[config.mk]
export PLATFORM = sky130hd
export DESIGN_NAME = rce_grey
export DESIGN_NICKNAME = d
export VERILOG_FILES = /design/src/rtl/rce_pkg.sv /design/src/rtl/rce_grey.sv
export SDC_FILE = /design/constraint.sdc
export NUM_CORES = 1
export LEC_CHECK = 0
export BUFFER_PORTS_ARGS = -buffer_cell sky130_fd_sc_hd__buf_2
export CAP_MARGIN = 10
export CORE_UTILIZATION = 40
export DETAILED_ROUTE_END_ITERATION = 10
export MAX_ROUTING_LAYER = met4
export PLACE_DENSITY = 0.57
export SLEW_MARGIN = 20
export SYNTH_ARGS = -nofsm -noshare
export SYNTH_HDL_FRONTEND = slang
export SYNTH_SLANG_ARGS = --single-unit
[constraint.sdc]
create_clock -name vclk -period 9.8
set_input_delay 0.49 -clock vclk [all_inputs]
set_output_delay 0.49 -clock vclk [all_outputs]
set_load 0.02 [all_outputs]
[src/rtl/rce_pkg.sv]
// ============================================================================
// rce_pkg: shared types and constants of the Roberts cross edge stream
// Widths, the grey conversion coefficients, the line width clamp and the
// pixel position record that is passed between the position counter and the
// top level.
// ============================================================================
package rce_pkg;

  // Line buffer depth: the widest image row the block supports.
  localparam int MAX_WIDTH = 1024;
  localparam int COL_W     = $clog2(MAX_WIDTH);
  localparam int WID_W     = COL_W + 1;

  localparam int PIX_W = 8;
  localparam int CFG_W = 11;
  localparam int ROW_W = 10;
  localparam int POS_W = 10;
  localparam int MAG_W = 9;

  localparam int LW_RESET = 640;

  // floor(x / 1000) equals (x * RECIP) >> RECIP_SHIFT for every x below
  // 2^28 / 544, which covers the largest product 255 * 587.
  localparam int RECIP_SHIFT = 28;
  localparam longint RECIP   = ((64'd1 << RECIP_SHIFT) + 999) / 1000;
  localparam int COEF_W      = 28;

  localparam logic [COEF_W-1:0] COEF_RED   = COEF_W'(299 * RECIP);
  localparam logic [COEF_W-1:0] COEF_GREEN = COEF_W'(587 * RECIP);
  localparam logic [COEF_W-1:0] COEF_BLUE  = COEF_W'(114 * RECIP);

  typedef struct packed {
    logic [ROW_W-1:0] row;
    logic [COL_W-1:0] col;
    logic             produce;
  } pos_t;

  // Effective row width: the register value held to 2 .. MAX_WIDTH.
  function automatic logic [WID_W-1:0] clamp_width(input logic [CFG_W-1:0] lw);
    logic [WID_W-1:0] w;
    if (lw < CFG_W'(2)) begin
      w = WID_W'(2);
    end else if (int'(lw) > MAX_WIDTH) begin
      w = WID_W'(MAX_WIDTH);
    end else begin
      w = WID_W'(lw);
    end
    return w;
  endfunction

endpackage

[src/rtl/rce_grey.sv]
// ============================================================================
// rce_grey: colour to grey partial terms
// Each channel is scaled by its weight and divided by 1000 through a
// reciprocal multiply; the three floored terms are summed downstream.
// ============================================================================
module rce_grey (
  input  logic [rce_pkg::PIX_W-1:0] red,
  input  logic [rce_pkg::PIX_W-1:0] green,
  input  logic [rce_pkg::PIX_W-1:0] blue,
  output logic [rce_pkg::PIX_W-1:0] part_red,
  output logic [rce_pkg::PIX_W-1:0] part_green,
  output logic [rce_pkg::PIX_W-1:0] part_blue
);
  import rce_pkg::*;

  localparam int PROD_W = PIX_W + COEF_W;

  logic [PROD_W-1:0] prod_red;
  logic [PROD_W-1:0] prod_green;
  logic [PROD_W-1:0] prod_blue;

  assign prod_red   = PROD_W'(red)   * PROD_W'(COEF_RED);
  assign prod_green = PROD_W'(green) * PROD_W'(COEF_GREEN);
  assign prod_blue  = PROD_W'(blue)  * PROD_W'(COEF_BLUE);

  // Every floored term is below 256, so the upper product bits are zero.
  assign part_red   = prod_red[RECIP_SHIFT +: PIX_W];
  assign part_green = prod_green[RECIP_SHIFT +: PIX_W];
  assign part_blue  = prod_blue[RECIP_SHIFT +: PIX_W];

endmodule

==> impl_metrics.env, run 1 <==
export IMPL_fmax_mhz=177
export IMPL_nClkBuffers=0
export IMPL_synth_avg_cell_area_um2=9.34
export IMPL_routabilityCongestion=0.906
export IMPL_cts_hold_buffers_added=0
export IMPL_criticalPathCategory="in -> out"
export IMPL_hold_violations=0
export IMPL_syn2layout_area_growth_pct=6.75
export IMPL_drt_iter0_drc=140
export IMPL_design_die_area_um2=20200
export IMPL_yosysTopAreaCell="ha_1"
export IMPL_worst_pin_slew_ps=634
export IMPL_finalNetCount=1270
export IMPL_dr_pass1_iters=4
export IMPL_ys_seq_area_share_pct=0
export IMPL_fin_crit_sh_pct=57.7
export IMPL_die_h_um=142
export IMPL_rsz0062_at_grt="no"
export IMPL_synth_top_area_share_pct=36.1
export IMPL_grt_remaining_overflow=0
export IMPL_rows=50
export IMPL_vias=5537
export IMPL_portBuffers=44
export IMPL_fillers=1878
export IMPL_die_w_um=142
export IMPL_status="complete, no violations"
export IMPL_grt_pass1_vias=5773
export IMPL_track_usage_pct=17.7
export IMPL_viasPerCell=4.84
export IMPL_synth_area_top_cells="ha_1 36%, fa_1 34%, inv_1 12%"
export IMPL_yosys_warnings=0
export IMPL_grt_start_max_net_pins=11
export IMPL_start_util_pct=41.4
export IMPL_drive_gt1_share_pct=5.66
export IMPL_timing_setup_tns_ps=0
export IMPL_worstPathRequired_ps=9310
export IMPL_ff_latch_area_um2=0
export IMPL_hpwl_um=15100
export IMPL_cts_setup_buffers=0
export IMPL_hp_class="in -> out"
export IMPL_cts_resized=0
export IMPL_nFlopsAndLatches=0
export IMPL_worstPathArrival_ps=5160
export IMPL_drtAntennaViolNets=0
export IMPL_cp_max_fo=6
export IMPL_finalMaxSlewViolations=0
export IMPL_synth_cells=840
export IMPL_core_area_um2=19000
export IMPL_setup_violations=0
export IMPL_min_period_ps=5650
export IMPL_mostFrequentLayoutCells="259 x inv_1, 226 x ha_1, 135 x fa_1"
export IMPL_io_pins=48
export IMPL_final_common_cell="inv_1"
export IMPL_worstSetupStartpointType="input port"
export IMPL_drt_wl_total_um=16200
export IMPL_mappedNetlistArea_um2=7840
export IMPL_ys_types=42
export IMPL_grt_first_pass_wirelength_um=27900
export IMPL_antenna_found_initial=1
export IMPL_drc_errors=0
export IMPL_slew_headroom_pct=57.3
export IMPL_hold_depth=4
export IMPL_maxCapViolations=0
export IMPL_wl_per_cell_um=14.2
export IMPL_endpoint_kind="output port"
-- metal layers --
layer	wire, µm	part of all wire (%)	global-route usage, %	vias to the layer above
met5	0	0	-	-
met4	8	0.049	0.340	0
met3	467	2.9	0.606	2
met2	7790	48	30.0	78
met1	7950	49	25.1	2665
li1	-	-	-	2792
-- per-stage QoR --
step	area [µm²]	std cells	util [%]	hold slack [ps]	setup WS, ps
after global routing	8370	1144	44.2	1610	3900
after CTS	8370	1143	44.2	1580	4150
after floorplan	7860	843	-	1280	4450
after global placement	8370	1143	44.2	1570	4180
final	8370	1144	44.2	1580	4150
after detailed placement	8370	1143	44.2	1580	4150
-- logic make-up (layout without fill, tap and decap cells) --
family	Yosys count	count (layout)	synth area share, %
xor gates and xnor gates	19	19	2.12
and+or+nand+nor	80	80	5.07
other	1	5	0.0478
AOI/OAI and AO/OA	116	116	9.48
buffers and inverters	263	303	12.8
adders and majority gates	361	361	70.5
-- worst max-delay path, cell delays in order --
cell and delay [ps]:
buf_2 150, fa_1 600, inv_1 120, fa_1 540, inv_1 50, fa_1 490, inv_1 50, fa_1 530
inv_1 40, ha_1 290, a21oi_1 130, o221ai_1 120, a211o_1 350, a21oi_1 210, nor2_1 90, or2_1 260
o41a_1 330, xnor2_1 140, buf_2 170
-- cell type report --
type,count,area [µm²],share of cell area [%]
tap,260,325,3.89
antenna,1,2.50,0.0299
multi-input combinational,580,6850,81.8
timing repair buffer,44,220,2.63
inverter,259,972,11.6
-- cells in the mapped netlist, types with 2 or more instances --
library cell and number:
a211o_1 4, a211oi_1 5, a21o_1 14, a21oi_1 43, a221oi_1 2, a31oi_1 4
a41o_1 2, and3_1 5, buf_4 4, fa_1 135, ha_1 226, inv_1 259
nand2_1 19, nand2b_1 3, nand3_1 7, nand4_1 10, nand4b_1 2, nor2_1 16
nor2b_1 2, nor3_1 9, nor4_1 2, o211ai_1 3, o21a_1 2, o21ai_0 19
o21bai_1 6, o221ai_1 2, or2_2 3, xnor2_1 13, xor2_1 6
-- final timing paths --
path | startpoint | end | slack, ps
max | blue[5] | part_blue[4] | 4150
min | green[7] | part_green[6] | 1580
==> run 2: changes to the inputs <==
--- a/config.mk
+++ b/config.mk
@@ -5,6 +5,7 @@
 export SDC_FILE = /design/constraint.sdc
 export NUM_CORES = 1
 export LEC_CHECK = 0
+export ABC_AREA = 1
 export BUFFER_PORTS_ARGS = -buffer_cell sky130_fd_sc_hd__buf_2
 export CAP_MARGIN = 10
 export CORE_UTILIZATION = 40
==> constraint.sdc (replaced) <==
create_clock -name vclk -period 5.4
set_input_delay 0.27 -clock vclk [all_inputs]
set_output_delay 0.27 -clock vclk [all_outputs]
set_load 0.02 [all_outputs]
==> run 2 against run 1 <==
  * Critical path depth stayed put
  * Clock-buffer cell count stayed put
  * Global-route usage is 3.5 points higher
  * Die area is 28% higher
  * Sequential share of layout area stayed put
  * Worst setup slack worse by 3200 ps
  * Routed wire length is 56% higher
  * Design area is 27% higher
  * Final cell count is 61% higher
  * Via count is 55% higher
  * Worst hold slack worse by 410 ps
  * Critical path type unchanged
  * Largest cell class unchanged
==> impl_metrics.env, run 2 <==
export IMPL_status="complete, no violations"
export IMPL_wl_per_cell_um=13.7
export IMPL_min_period_ps=4450
export IMPL_pwr_share_comb_pct=100.0
export IMPL_start_util_pct=41.0
export IMPL_endpoint_kind="output port"
export IMPL_io_pins=48
export IMPL_synth_cells=1475
export IMPL_synth_most_common_cell="inv_1"
export IMPL_criticalPathCategory="in -> out"
export IMPL_swShare_pct=65.0
export IMPL_seq_power_share_pct=0
export IMPL_ys_seq_area_share_pct=0
export IMPL_layout_setup_ws_ps=946
export IMPL_insertedDiodeCount=0
export IMPL_nFlopsAndLatches=0
export IMPL_core_area_um2=24500
export IMPL_worstPathRequired_ps=5130
export IMPL_portBuffers=44
export IMPL_hpwl_um=23500
export IMPL_track_usage_pct=21.3
export IMPL_power_density_nw_per_um2=355
export IMPL_yosys_top_cells_count="413 x inv_1, 393 x nand2_1, 226 x ha_1"
export IMPL_drive_gt1_share_pct=4.94
export IMPL_p_int_mw=1.33
export IMPL_worstPathArrival_ps=4180
export IMPL_drc_errors=0
export IMPL_p_leak_nw=6.59
export IMPL_setup_violations=0
export IMPL_syn2layout_area_growth_pct=6.03
export IMPL_fin_util_pct=43.5
export IMPL_drtAntennaViolNets=0
export IMPL_peakVddDrop_mv=0.164
export IMPL_worstSetupStartpointType="input port"
export IMPL_final_common_cell="inv_1"
export IMPL_design_die_area_um2=25800
export IMPL_routabilityCongestion=0.941
export IMPL_grt_remaining_overflow=0
export IMPL_antenna_found_initial=0
export IMPL_finalMaxSlewViolations=0
export IMPL_synth_area_top_cells="ha_1 28%, fa_1 27%, inv_1 15%"
export IMPL_rows=57
export IMPL_timing_setup_tns_ps=0
export IMPL_mostFrequentLayoutCells="413 x inv_1, 393 x nand2_1, 226 x ha_1"
export IMPL_yosysTopAreaCell="ha_1"
export IMPL_synth_top_area_share_pct=28.1
export IMPL_ys_types=31
export IMPL_cts_setup_buffers=0
export IMPL_finalNetCount=1905
export IMPL_hold_violations=0
export IMPL_yosys_warnings=0
export IMPL_drt_wl_total_um=25300
export IMPL_finalPower_mw=3.79
export IMPL_switching_power_mw=2.46
export IMPL_grt_start_max_net_pins=11
export IMPL_cp_max_fo=6
export IMPL_synth_avg_cell_area_um2=6.82
export IMPL_vias=8582
export IMPL_die_w_um=161
export IMPL_fin_crit_sh_pct=82.5
export IMPL_cts_resized=0
export IMPL_final_cell_area_um2=10700
export IMPL_grt_first_pass_wirelength_um=43200
export IMPL_viasPerCell=4.66
export IMPL_drt_iter0_drc=386
export IMPL_maxCapViolations=0
export IMPL_dr_pass1_iters=5
export IMPL_die_h_um=161
export IMPL_grt_pass1_vias=8826
export IMPL_rsz0062_at_grt="no"
export IMPL_clockPowerShare_pct=0
export IMPL_hp_class="in -> out"
export IMPL_fmax_mhz=225
export IMPL_ff_latch_area_um2=0
export IMPL_cts_hold_buffers_added=0
export IMPL_dp_slack_ps=960
export IMPL_mappedNetlistArea_um2=10100
export IMPL_nClkBuffers=0
export IMPL_place_area_um2=10700
-- run 2: metrics by stage --
stage	std cells	hold slack [ps]
finish	1842	1170
global route	1842	1210
CTS	1842	1170
detailed placement	1842	1170
global placement	1842	1150
floorplan	1478	849
-- run 2: cells by family (layout without fill, tap and decap cells) --
| family | after synthesis | count (layout) | synth area share [%] |
|---|---|---|---|
| AO/OA/AOI/OAI | 77 | 77 | 4.19 |
| adder cells (fa/ha/maj) | 361 | 361 | 54.9 |
| AND/OR/NAND/NOR | 606 | 606 | 24.5 |
| other | 1 | 4 | 0.0373 |
| XOR/XNOR | 2 | 2 | 0.174 |
| buffers and inverters | 428 | 468 | 16.1 |
-- run 2: worst paths after layout --
| check | from | to | cells past startpoint |
|---|---|---|---|
| min | red[7] | part_red[6] | 5 |
| max | blue[5] | part_blue[2] | 19 |
-- run 2: critical path, stage by stage --
cell and delay, ps:
buf_2 150, fa_1 620, inv_1 130, fa_1 550, inv_1 50, fa_1 500
inv_1 60, fa_1 530, inv_1 40, ha_1 300, nand2_1 110, nor2_1 160
nand3_1 110, nor3_1 160, nand2_1 90, nand2_1 70, nand2_1 50, nand2_1 70
buf_2 170
-- run 2: area by class of cell --
class,count,area [µm²]
Fill cell,2705,13900
Multi-Input combinational cell,1050,8460
Inverter,424,1590
Tap cell,324,405
Timing Repair Buffer,44,220
-- run 2: power by group through the flow --
stage	clock [mW]	combinational, mW	sequential (mW)
after floorplan	0	2.77	0
after global placement	0	3.80	0
after detailed placement	0	3.80	0
after CTS	0	3.83	0
after global routing	0	4.39	0
final	0	3.79	0
-- run 2: metal layers --
layer	wire length [µm]	GRT usage (%)
met2	12200	37.3
met4	115	0.996
met1	12300	28.8
met5	0	-
met3	693	0.413
(Power assumes the default switching activity.)
