[src/rtl/rce_pkg.sv]
// ============================================================================
// rce_pkg: shared types and constants of the Roberts cross edge stream
// Widths, the grey conversion coefficients, the line width clamp and the
// pixel position record that is passed between the position counter and the
// top level.
// ============================================================================
package rce_pkg;

  // Line buffer depth: the widest image row the block supports.
  localparam int MAX_WIDTH = 1024;
  localparam int COL_W     = $clog2(MAX_WIDTH);
  localparam int WID_W     = COL_W + 1;

  localparam int PIX_W = 8;
  localparam int CFG_W = 11;
  localparam int ROW_W = 10;
  localparam int POS_W = 10;
  localparam int MAG_W = 9;

  localparam int LW_RESET = 640;

  // floor(x / 1000) equals (x * RECIP) >> RECIP_SHIFT for every x below
  // 2^28 / 544, which covers the largest product 255 * 587.
  localparam int RECIP_SHIFT = 28;
  localparam longint RECIP   = ((64'd1 << RECIP_SHIFT) + 999) / 1000;
  localparam int COEF_W      = 28;

  localparam logic [COEF_W-1:0] COEF_RED   = COEF_W'(299 * RECIP);
  localparam logic [COEF_W-1:0] COEF_GREEN = COEF_W'(587 * RECIP);
  localparam logic [COEF_W-1:0] COEF_BLUE  = COEF_W'(114 * RECIP);

  typedef struct packed {
    logic [ROW_W-1:0] row;
    logic [COL_W-1:0] col;
    logic             produce;
  } pos_t;

  // Effective row width: the register value held to 2 .. MAX_WIDTH.
  function automatic logic [WID_W-1:0] clamp_width(input logic [CFG_W-1:0] lw);
    logic [WID_W-1:0] w;
    if (lw < CFG_W'(2)) begin
      w = WID_W'(2);
    end else if (int'(lw) > MAX_WIDTH) begin
      w = WID_W'(MAX_WIDTH);
    end else begin
      w = WID_W'(lw);
    end
    return w;
  endfunction

endpackage

[src/rtl/rce_pos.sv]
// ============================================================================
// rce_pos: raster position counter
// Tracks row and column of the incoming pixel, honoring the frame start flag
// and the effective row width, and flags positions that yield a result.
// ============================================================================
module rce_pos (
  input  logic                      clk,
  input  logic                      rst_n,
  input  logic                      accept,
  input  logic                      frame_start,
  input  logic [rce_pkg::WID_W-1:0] width,
  output rce_pkg::pos_t             pos
);
  import rce_pkg::*;

  logic [ROW_W-1:0] row_r, row_nxt;
  logic [COL_W-1:0] col_r, col_nxt;
  logic [ROW_W-1:0] row_base;
  logic [COL_W-1:0] col_base;
  logic [COL_W-1:0] col_use;
  logic [WID_W-1:0] col_inc;

  always_comb begin
    row_base = frame_start ? '0 : row_r;
    col_base = frame_start ? '0 : col_r;
    // A narrower width written mid-line ends the row at once.
    col_use  = ({1'b0, col_base} >= width) ? '0 : col_base;
    col_inc  = {1'b0, col_use} + WID_W'(1);
    if (col_inc >= width) begin
      col_nxt = '0;
      row_nxt = row_base + ROW_W'(1);
    end else begin
      col_nxt = col_inc[COL_W-1:0];
      row_nxt = row_base;
    end
    pos.row     = row_base;
    pos.col     = col_use;
    pos.produce = (row_base >= ROW_W'(2)) && (col_use >= COL_W'(2));
  end

  always_ff @(posedge clk) begin
    if (!rst_n) begin
      row_r <= '0;
      col_r <= '0;
    end else if (accept) begin
      row_r <= row_nxt;
      col_r <= col_nxt;
    end
  end

endmodule

[config.mk]
export PLATFORM = sky130hd
export DESIGN_NAME = rce_pos
export DESIGN_NICKNAME = d
export VERILOG_FILES = /design/src/rtl/rce_pkg.sv /design/src/rtl/rce_pos.sv
export SDC_FILE = /design/constraint.sdc
export NUM_CORES = 1
export LEC_CHECK = 0
export BUFFER_PORTS_ARGS = -buffer_cell sky130_fd_sc_hd__clkbuf_2
export CORE_ASPECT_RATIO = 0.75
export CORE_MARGIN = 2
export CORE_UTILIZATION = 57
export CTS_CLUSTER_SIZE = 20
export DETAILED_ROUTE_END_ITERATION = 12
export PLACE_DENSITY = 0.79
export SLEW_MARGIN = 20
export SYNTH_ARGS = -nofsm -noshare
export SYNTH_HDL_FRONTEND = slang
export SYNTH_SLANG_ARGS = --single-unit
[constraint.sdc]
create_clock -name clk -period 5.5 [get_ports clk]
set_input_delay 0 -clock clk [delete_from_list [all_inputs] [get_ports clk]]
set_output_delay 0 -clock clk [all_outputs]
set_load 0.005 [all_outputs]
==> results of run 1 <==
## area by class of cell
| cell class | count | area, sq um | share of cell area [%] |
|---|---|---|---|
| well taps | 40 | 50.0 | 2.21 |
| multi-input cells | 219 | 1530 | 67.3 |
| clock buffers | 3 | 41.3 | 1.82 |
| flip-flops and latches | 20 | 400 | 17.6 |
| inverters | 16 | 60.1 | 2.65 |
| repair buffers | 37 | 190 | 8.38 |
## flip-flops by register name, summed over array words and instances, names as in the netlist
| signal | count |
|---|---|
| col_r | 10 |
| row_r | 10 |
## power by group through the flow
| stage | Clock [uW] | Sequential, uW | Combinational (uW) |
|---|---|---|---|
| 3_5_place_dp | 0 | 150 | 41.5 |
| 6_report | 95.7 | 147 | 41.9 |
| 5_1_grt | 103 | 147 | 47.9 |
| 3_3_place_gp | 0 | 150 | 40.3 |
| 2_1_floorplan | 0 | 150 | 27.9 |
| 4_1_cts | 98.0 | 147 | 41.7 |
## through the flow
stage / setup WS (ps) / instance area [sq um] / power, uW / hold WS, ps
floorplan: 991 / 2070 / 178 / 44.5
finish: 687 / 2270 / 285 / 345
global route: 289 / 2270 / 298 / 402
CTS: 720 / 2270 / 287 / 330
detailed placement: 745 / 2230 / 192 / 472
global placement: 931 / 2230 / 191 / 467
## cell usage after synthesis (4+ instances only)
cell type,number,area share [%]
clkbuf_1,14,2.5
a31o_2,7,3.0
dfxtp_1,20,19
nand3_1,18,4.4
ha_1,25,15
buf_2,5,1.2
inv_1,16,2.9
nor2_1,18,3.3
nand4_1,6,1.8
a21oi_1,7,1.7
xnor2_1,6,2.5
nand2_1,29,5.3
o21a_1,4,1.5
a211oi_1,8,2.9
and2_1,8,2.4
and3_1,6,1.8
mux2i_1,6,2.9
o21ai_0,6,1.5
nand4b_1,5,2.1
nor2b_1,22,6.7
## worst max-delay path: stages, from the launching register on
cell	delay, ps
dfxtp_1	490
nor2b_1	180
ha_1	250
a21o_1	180
a21o_1	180
a32oi_1	250
and3b_1	300
nand2_1	110
inv_1	130
ha_1	240
and4b_1	300
nand3_1	170
xnor2_1	180
and3_1	200
ha_1	290
nand4_1	80
o31ai_1	330
o32a_1	200
buf_4	280
a211oi_1	80
o31a_1	280
## cells by family after synthesis
logic type	share of synthesized area (%)
AOI/OAI and AO/OA	16.5
xor gates and xnor gates	3.39
adders and majority gates	15.1
buffers and inverters	6.66
DFF	19.4
muxes	2.91
and+or+nand+nor	36.0
## final timing paths
path | startpoint | end | slack (ps)
setup reg to reg | col_r[8] | col_r[2] | 690
setup / recovery | col_r[8] | col_r[2] | 690
hold reg to reg | row_r[0] | row_r[0] | 480
hold / removal | accept | row_r[2] | 340
## per-layer routing
metal  vias up  part of all wire (%)  wire length [um]  track usage [%]
li1       1011                     -                 -                -
met1       892                    50              2410             37.2
met2        65                    42              2040             38.1
met3         4                   7.1               342             3.80
met4         0                  0.44                21             3.12
met5         -                     0                 0                0
## cells in the final DEF, fill, tap and decap left out, types with 2 or more instances in the layout
cell type / netlist / routed
a211oi_1: 8 / 8
a21boi_0: 3 / 3
a21o_1: 2 / 2
a21oi_1: 7 / 7
a31o_2: 7 / 7
and2_1: 8 / 8
and3_1: 6 / 6
buf_4: 0 / 2
clkbuf_2: 0 / 35
clkbuf_8: 0 / 3
dfxtp_1: 20 / 20
ha_1: 25 / 25
inv_1: 16 / 16
mux2i_1: 6 / 6
nand2_1: 29 / 29
nand2b_1: 3 / 3
nand3_1: 18 / 18
nand3_2: 2 / 2
nand3b_1: 3 / 3
nand4_1: 6 / 6
nand4b_1: 5 / 5
nor2_1: 18 / 18
nor2b_1: 22 / 22
nor3_1: 2 / 2
nor3b_1: 2 / 2
nor4_1: 3 / 3
o211ai_1: 2 / 2
o21a_1: 4 / 4
o21ai_0: 6 / 6
xnor2_1: 6 / 6
xor2_1: 2 / 2
==> impl_results.md, run 1 <==
* Run status: finished, final reports clean
* Share of cells above drive strength 1 at 17.6%
* Vias in the first global route at 1802
* Initial Util at 61.1%
* Final wirelength at 4820 um
* Clk sink count at 20
* EDFF count, synth at 0
* Synth Instances at 274
* Cell row count at 18
* HPWL Detailed at 3600 um
* Worst relative slew slack at 52.6%
* GPL Wtd Cong at 0.847
* Reg2Reg Depth at 20
* Port-buffer cells at 35
* Final #Nets at 337
* Vias per cell at 5.89
* Period utilization at 87.5%
* Setup bufs post-CTS at 0
* Seq pwr share at 51.7%
* Cts repair resizes at 0
* Final Util at 67.2%
* First-pass GRT wire length at 8360 um
* Syn Std Cell Area at 2070 sq um
* Maximum vdd drop at 0.143 mV
* H-tree Lvls at 1
* RSZ-0062 raised after global routing: false
* Maxcap violations at 0
* DRT iter0 DRCs at 169
* CP startpoint kind: flip-flop
* Gr ovfl total at 0
* Min Clock Period, post-route at 4810 ps
* Via count at 1972
* Root Buffer: clkbuf_8
* Seq cells post-synth at 20
* Ys async rst share at 0%
* Net Sw Frac at 26.8%
* Die Area at 4130 sq um
* Die Wd at 73.5 um
* Mean routed wirelength per cell at 14.4 um
* Antenna violations before repair at 0
* Fillers at 302
* Pin count of the biggest net entering global routing at 40
* Core Box Area at 3380 sq um
* Worst Clk Skew at 7.14 ps
* Final Max Slew Viols at 0
* WP data arrival at 4960 ps
* Worst-skew pair later-pin latency at 260 ps
* Leakage at 0.00110 uW
* Hold Fails Final Rpt at 0
* Antenna Violating Nets Remaining at 0
* Synth Flop Type: dfxtp_1
* Distinct cell type count after synthesis at 44
* Psw at 76.2 uW
* Clock slew at reported path FFs at 70 ps
* Post-placement cell count at 332
* Hold Crit Depth at 3
* Worst setup EP type: flip-flop
* CTS tree: done
* Yosys warns at 0
* CTS Buf Count at 3
* Clock power share at 33.6%
* Worst EP required at 5650 ps
* Inserted Diodes at 0
* Die height at 56.1 um
* Area Overhead vs Synth at 9.87%
* Initial DRT Pass Iterations at 4
* Logic pwr share at 14.7%
* Maximum root-to-sink buffer count at 2
* CP max FO at 25
* Top achievable clock speed at 208 MHz
* WS Path Type: flip-flop to flip-flop
* P_int at 208 uW
* Sequential element share of the synthesized area at 19.4%
* Total Routing Usage GR at 24.8%
* Pin slew with the least headroom to its limit at 710 ps
* Non-Filler Instances at 335
* Setup TNS at 0 ps
* P per Cell Area at 125 nW/um^2
* Top Ports at 36
* Drc violations at 0
* Hold_buf cts at 0
* Count of final setup violators at 0
* Synthesized net count at 314
* Worst min path class: primary input to flip-flop
* Avg Synthesized Cell Area at 7.54 sq um
Note: power is estimated with default switching activity, not from simulation.
==> inputs of run 2 (changes only) <==
Settings changed: CELL_PAD_IN_SITES_DETAIL_PLACEMENT from default to 1, CELL_PAD_IN_SITES_GLOBAL_PLACEMENT from default to 1, CORE_UTILIZATION 57 to 41, CTS_CLUSTER_DIAMETER from default to 30, PLACE_DENSITY 0.79 to 0.78.
==> run 2 against run 1 <==
Against the previous run:
- power rose by 0.63%
- critical path depth fell by 1
- cell area rose by 1.1%
- critical endpoint unchanged
==> impl_results.md, run 2 (synthesis gave the netlist of run 1 again) <==
* Run status: finished, final reports clean
* Post-placement cell count at 352
* Die Area at 5630 sq um
* Maximum vdd drop at 0.0725 mV
* CTS tree: done
* CTS Buf Count at 3
* Buf/Inv on CP at 1
* WS Path Type: flip-flop to flip-flop
* Hold Fails Final Rpt at 0
* Port-buffer cells at 35
* Leakage at 0.00110 uW
* Core Box Area at 4870 sq um
* Top Ports at 36
* Non-Filler Instances at 355
* Worst min path class: primary input to flip-flop
* Worst-skew pair later-pin latency at 260 ps
* Initial DRT Pass Iterations at 4
* Placed Area at 2250 sq um
* Count of final setup violators at 0
* DRT iter0 DRCs at 89
* RSZ-0062 raised after global routing: false
* Share of cells above drive strength 1 at 17.6%
* Worst path max stage delay at 520 ps
* Min Clock Period, post-route at 4820 ps
* Maxcap violations at 0
* WP data arrival at 4960 ps
* Worst Clk Skew at 2.22 ps
* Final Util at 47.1%
* Global routing usage on met1 at 32.8%
* Final #Nets at 337
* Vias in the first global route at 1942
* Maximum root-to-sink buffer count at 2
* Gr ovfl total at 0
* Pin count of the biggest net entering global routing at 40
* Setup TNS at 0 ps
* Inserted Diodes at 0
* Largest registers: col_r (10), row_r (10)
* Total Routing Usage GR at 21.4%
* Pre-CTS setup slack at 715 ps
* Crit path max-delay family: compound AO/OA/AOI/OAI gates
* Worst EP required at 5650 ps
* Most frequent cells in the layout: clkbuf_2, nand2_1, ha_1
* Final wirelength at 5580 um
* Die height at 65.5 um
* Via count at 1992
* Max stage delay cell, worst path: dfxtp_1
* Top achievable clock speed at 208 MHz
* Antenna violations before repair at 0
* Cts repair resizes at 0
* Top Usage Layer GRT: met1
* Mean routed wirelength per cell at 15.7 um
* Worst setup EP type: flip-flop
* Pin slew with the least headroom to its limit at 762 ps
* Met2 Use GR at 32.2%
* GPL Wtd Cong at 0.881
* Final Max Slew Viols at 0
* Vias per cell at 5.61
* Cell row count at 22
* Met3 usage at 3.27%
* Drc violations at 0
* Area Overhead vs Synth at 11.1%
* Die Wd at 86.0 um
* Setup bufs post-CTS at 0
* CP Cell Sequence: nor2b_1 > ha_1 > a21o_1 > a21o_1 > a32oi_1 > and3b_1 > and2_1 > ha_1 > and4b_1 > nand3_1 > xnor2_1 > and3_1 > ha_1 > nand4_1 > o31ai_1 > o32a_1 > buf_4 > a211oi_1 > o31a_1
* Initial Util at 42.4%
* Period utilization at 87.6%
* Root Buffer: clkbuf_8
* Final WS setup at 685 ps
* Hold_buf cts at 0
* CP max FO at 25
* P per Cell Area at 125 nW/um^2
* R2R setup slack at 680 ps
* Clk sink count at 20
* Crit-path most repeated cell: ha_1
* CP startpoint kind: flip-flop
* H-tree Lvls at 1
* HPWL Detailed at 4250 um
* Worst relative slew slack at 49.2%
* Antenna Violating Nets Remaining at 0
* Clock slew at reported path FFs at 70 ps
* Most common cell after layout, fill and taps aside: clkbuf_2
* Finished Cell Area at 2290 sq um
* First-pass GRT wire length at 9660 um
## run 2: worst paths after layout
path | startpoint | to | cells after the start
max | col_r[8] | col_r[2] | 19
min reg2reg | row_r[0] | row_r[0] | 2
max reg2reg | col_r[8] | col_r[2] | 19
min | accept | row_r[0] | 3
## run 2: power by group
group	total [uW]	internal, uW	switching [uW]
combinational	43.3	14.2	29.1
sequential	147	145	1.42
clock	96.2	48.8	47.4
total	286	208	77.9
## run 2: area by class of cell
| cell class | instances | area (sq um) |
|---|---|---|
| clock buffers | 3 | 41.3 |
| multi-input cells | 219 | 1530 |
| fillers | 633 | 2580 |
| well taps | 60 | 75.1 |
| inverters | 16 | 60.1 |
| repair buffers | 37 | 190 |
| flip-flops and latches | 20 | 400 |
## run 2: tightest hold or removal path: cells and delay by family
family | cells | cell delay (ps)
simple gates | 1 | 150
compound gates | 1 | 70
buf+inv | 1 | 320
## run 2: through the flow
stage | power (uW) | hold WS (ps)
finish | 286 | 345
global route | 301 | 379
CTS | 289 | 334
detailed placement | 193 | 481
global placement | 192 | 463
floorplan | 178 | 44.5
## run 2: layer usage
layer | routed length [um] | up-vias
li1 | - | 1005
met1 | 2900 | 944
met2 | 2390 | 41
met3 | 272 | 2
met4 | 17 | 0
met5 | 0 | -
==> inputs of run 3 (changes only) <==
Settings changed: RECOVER_POWER from default to 100.
==> run 3 against run 2 <==
Against the previous run:
- first-iteration DRC count increased by 2.2%
- fmax decreased by 0.74%
- clock skew about the same
- global-route usage unchanged
- clock-buffer cell count unchanged
- cell count unchanged
- die area unchanged
- highest routed layer unchanged
- setup slack worse by 36 ps
- via count is 0.25% higher
- sequential share of layout area increased by 0.086 points
- sequential power hardly changed
- wire length is essentially flat
==> impl_results.md, run 3 (synthesis gave the netlist of run 1 again) <==
* Initial Util at 42.4%
* Vias per cell at 5.63
* WS Path Type: flip-flop to flip-flop
* Antenna violations before repair at 0
* Clock slew at reported path FFs at 70 ps
* Run status: finished, final reports clean
* Period utilization at 88.2%
* GPL Wtd Cong at 0.881
* DRT iter0 DRCs at 91
* Via count at 1997
* Finished Cell Area at 2280 sq um
* Top Ports at 36
* Top achievable clock speed at 206 MHz
* Worst relative slew slack at 49.9%
* Worst Clk Skew at 2.64 ps
* Root Buffer: clkbuf_8
* Most frequent cells in the layout: nand2_1, clkbuf_2, ha_1
* Area Overhead vs Synth at 10.5%
* Die Area at 5630 sq um
* Seq pwr share at 51.3%
* Worst min path class: primary input to flip-flop
* CTS tree: done
* Met2 Use GR at 32.2%
* Final #Nets at 337
* RSZ-0062 raised after global routing: false
* Hold_buf cts at 0
* Mean routed wirelength per cell at 15.7 um
* Total Routing Usage GR at 21.4%
* Initial DRT Pass Iterations at 4
* Total power at 286 uW
* Vias in the first global route at 1942
* Die height at 65.5 um
* Hold Fails Final Rpt at 0
* Maximum vdd drop at 0.0730 mV
* Pin count of the biggest net entering global routing at 40
* Final Max Slew Viols at 0
* Drc violations at 0
* Logic pwr share at 15.0%
* Count of final setup violators at 0
* Maxcap violations at 0
* Fillers at 637
* P_int at 208 uW
* Setup TNS at 0 ps
* Pre-CTS setup slack at 715 ps
* Global routing usage on met1 at 32.8%
* Maximum root-to-sink buffer count at 2
* Inserted Diodes at 0
* Port-buffer cells at 35
* H-tree Lvls at 1
* Share of cells above drive strength 1 at 15.3%
* Clk sink count at 20
* CP startpoint kind: flip-flop
* Leakage at 0.00107 uW
* Antenna Violating Nets Remaining at 0
* Cell row count at 22
* Core Box Area at 4870 sq um
* Final wirelength at 5590 um
* Net Sw Frac at 27.3%
* Worst-skew pair later-pin latency at 260 ps
* Die Wd at 86.0 um
* Pin slew with the least headroom to its limit at 751 ps
* Clock power share at 33.7%
* Worst EP required at 5650 ps
* Placed Area at 2250 sq um
* Met3 usage at 3.27%
* Cts repair resizes at 0
* Psw at 78.1 uW
* Min Clock Period, post-route at 4850 ps
* Gr ovfl total at 0
* Setup bufs post-CTS at 0
* P per Cell Area at 125 nW/um^2
* Top Usage Layer GRT: met1
* CP max FO at 25
* R2R setup slack at 650 ps
* CTS Buf Count at 3
* Largest registers: col_r (10), row_r (10)
* Worst setup EP type: flip-flop
* WP data arrival at 5000 ps
* Final WS setup at 649 ps
* First-pass GRT wire length at 9660 um
* HPWL Detailed at 4250 um
[run 3: changes by cell type in the layout (fill, tap and decap cells not counted), sizes merged]
| cell | previous run | this run |
|---|---|---|
| buf | 2 | 1 |
| clkbuf | 38 | 39 |
[run 3: per-stage QoR]
stage          hold slack, ps  util [%]  std cells
3_5_place_dp              481      46.3        352
6_report                  344      46.9        355
4_1_cts                   334      47.1        355
3_3_place_gp              463      46.3        352
5_1_grt                   379      46.9        355
2_1_floorplan            44.5         -        274
[run 3: area by class of cell]
class / count / area [sq um] / area share, %
clock buffers: 3 / 41.3 / 1.81
inverters: 16 / 60.1 / 2.63
multi-input cells: 219 / 1530 / 66.9
flip-flops and latches: 20 / 400 / 17.5
well taps: 60 / 75.1 / 3.29
repair buffers: 37 / 179 / 7.84
[run 3: worst paths after layout]
check,depth (start not counted),from,endpoint
max,19,col_r[8],col_r[2]
min,3,accept,row_r[0]
max reg2reg,19,col_r[8],col_r[2]
min reg2reg,2,row_r[0],row_r[0]
[run 3: layer usage]
metal,vias up,routed length (um)
met5,-,0
met2,31,2410
met3,2,226
met4,0,17
li1,1005,-
met1,959,2930
[run 3: power groups by stage]
stage	combinational [uW]	clock, uW	sequential, uW
finish	42.8	96.4	147
global route	48.6	105	147
CTS	43.5	99.0	147
detailed placement	43.1	0	150
global placement	41.7	0	150
floorplan	27.9	0	150
[run 3: worst max-delay path, stage by stage (launching register included)]
cell and delay (ps):
dfxtp_1 530, nor2b_1 180, ha_1 260, a21o_1 180, a21o_1 180, a32oi_1 270, and3b_1 320, and2_0 240
ha_1 250, and4b_1 300, nand3_1 160, xnor2_1 170, and3_1 220, ha_1 290, nand4_1 70, o31ai_1 280
o32a_1 180, buf_4 280, a211oi_1 90, o31a_1 280
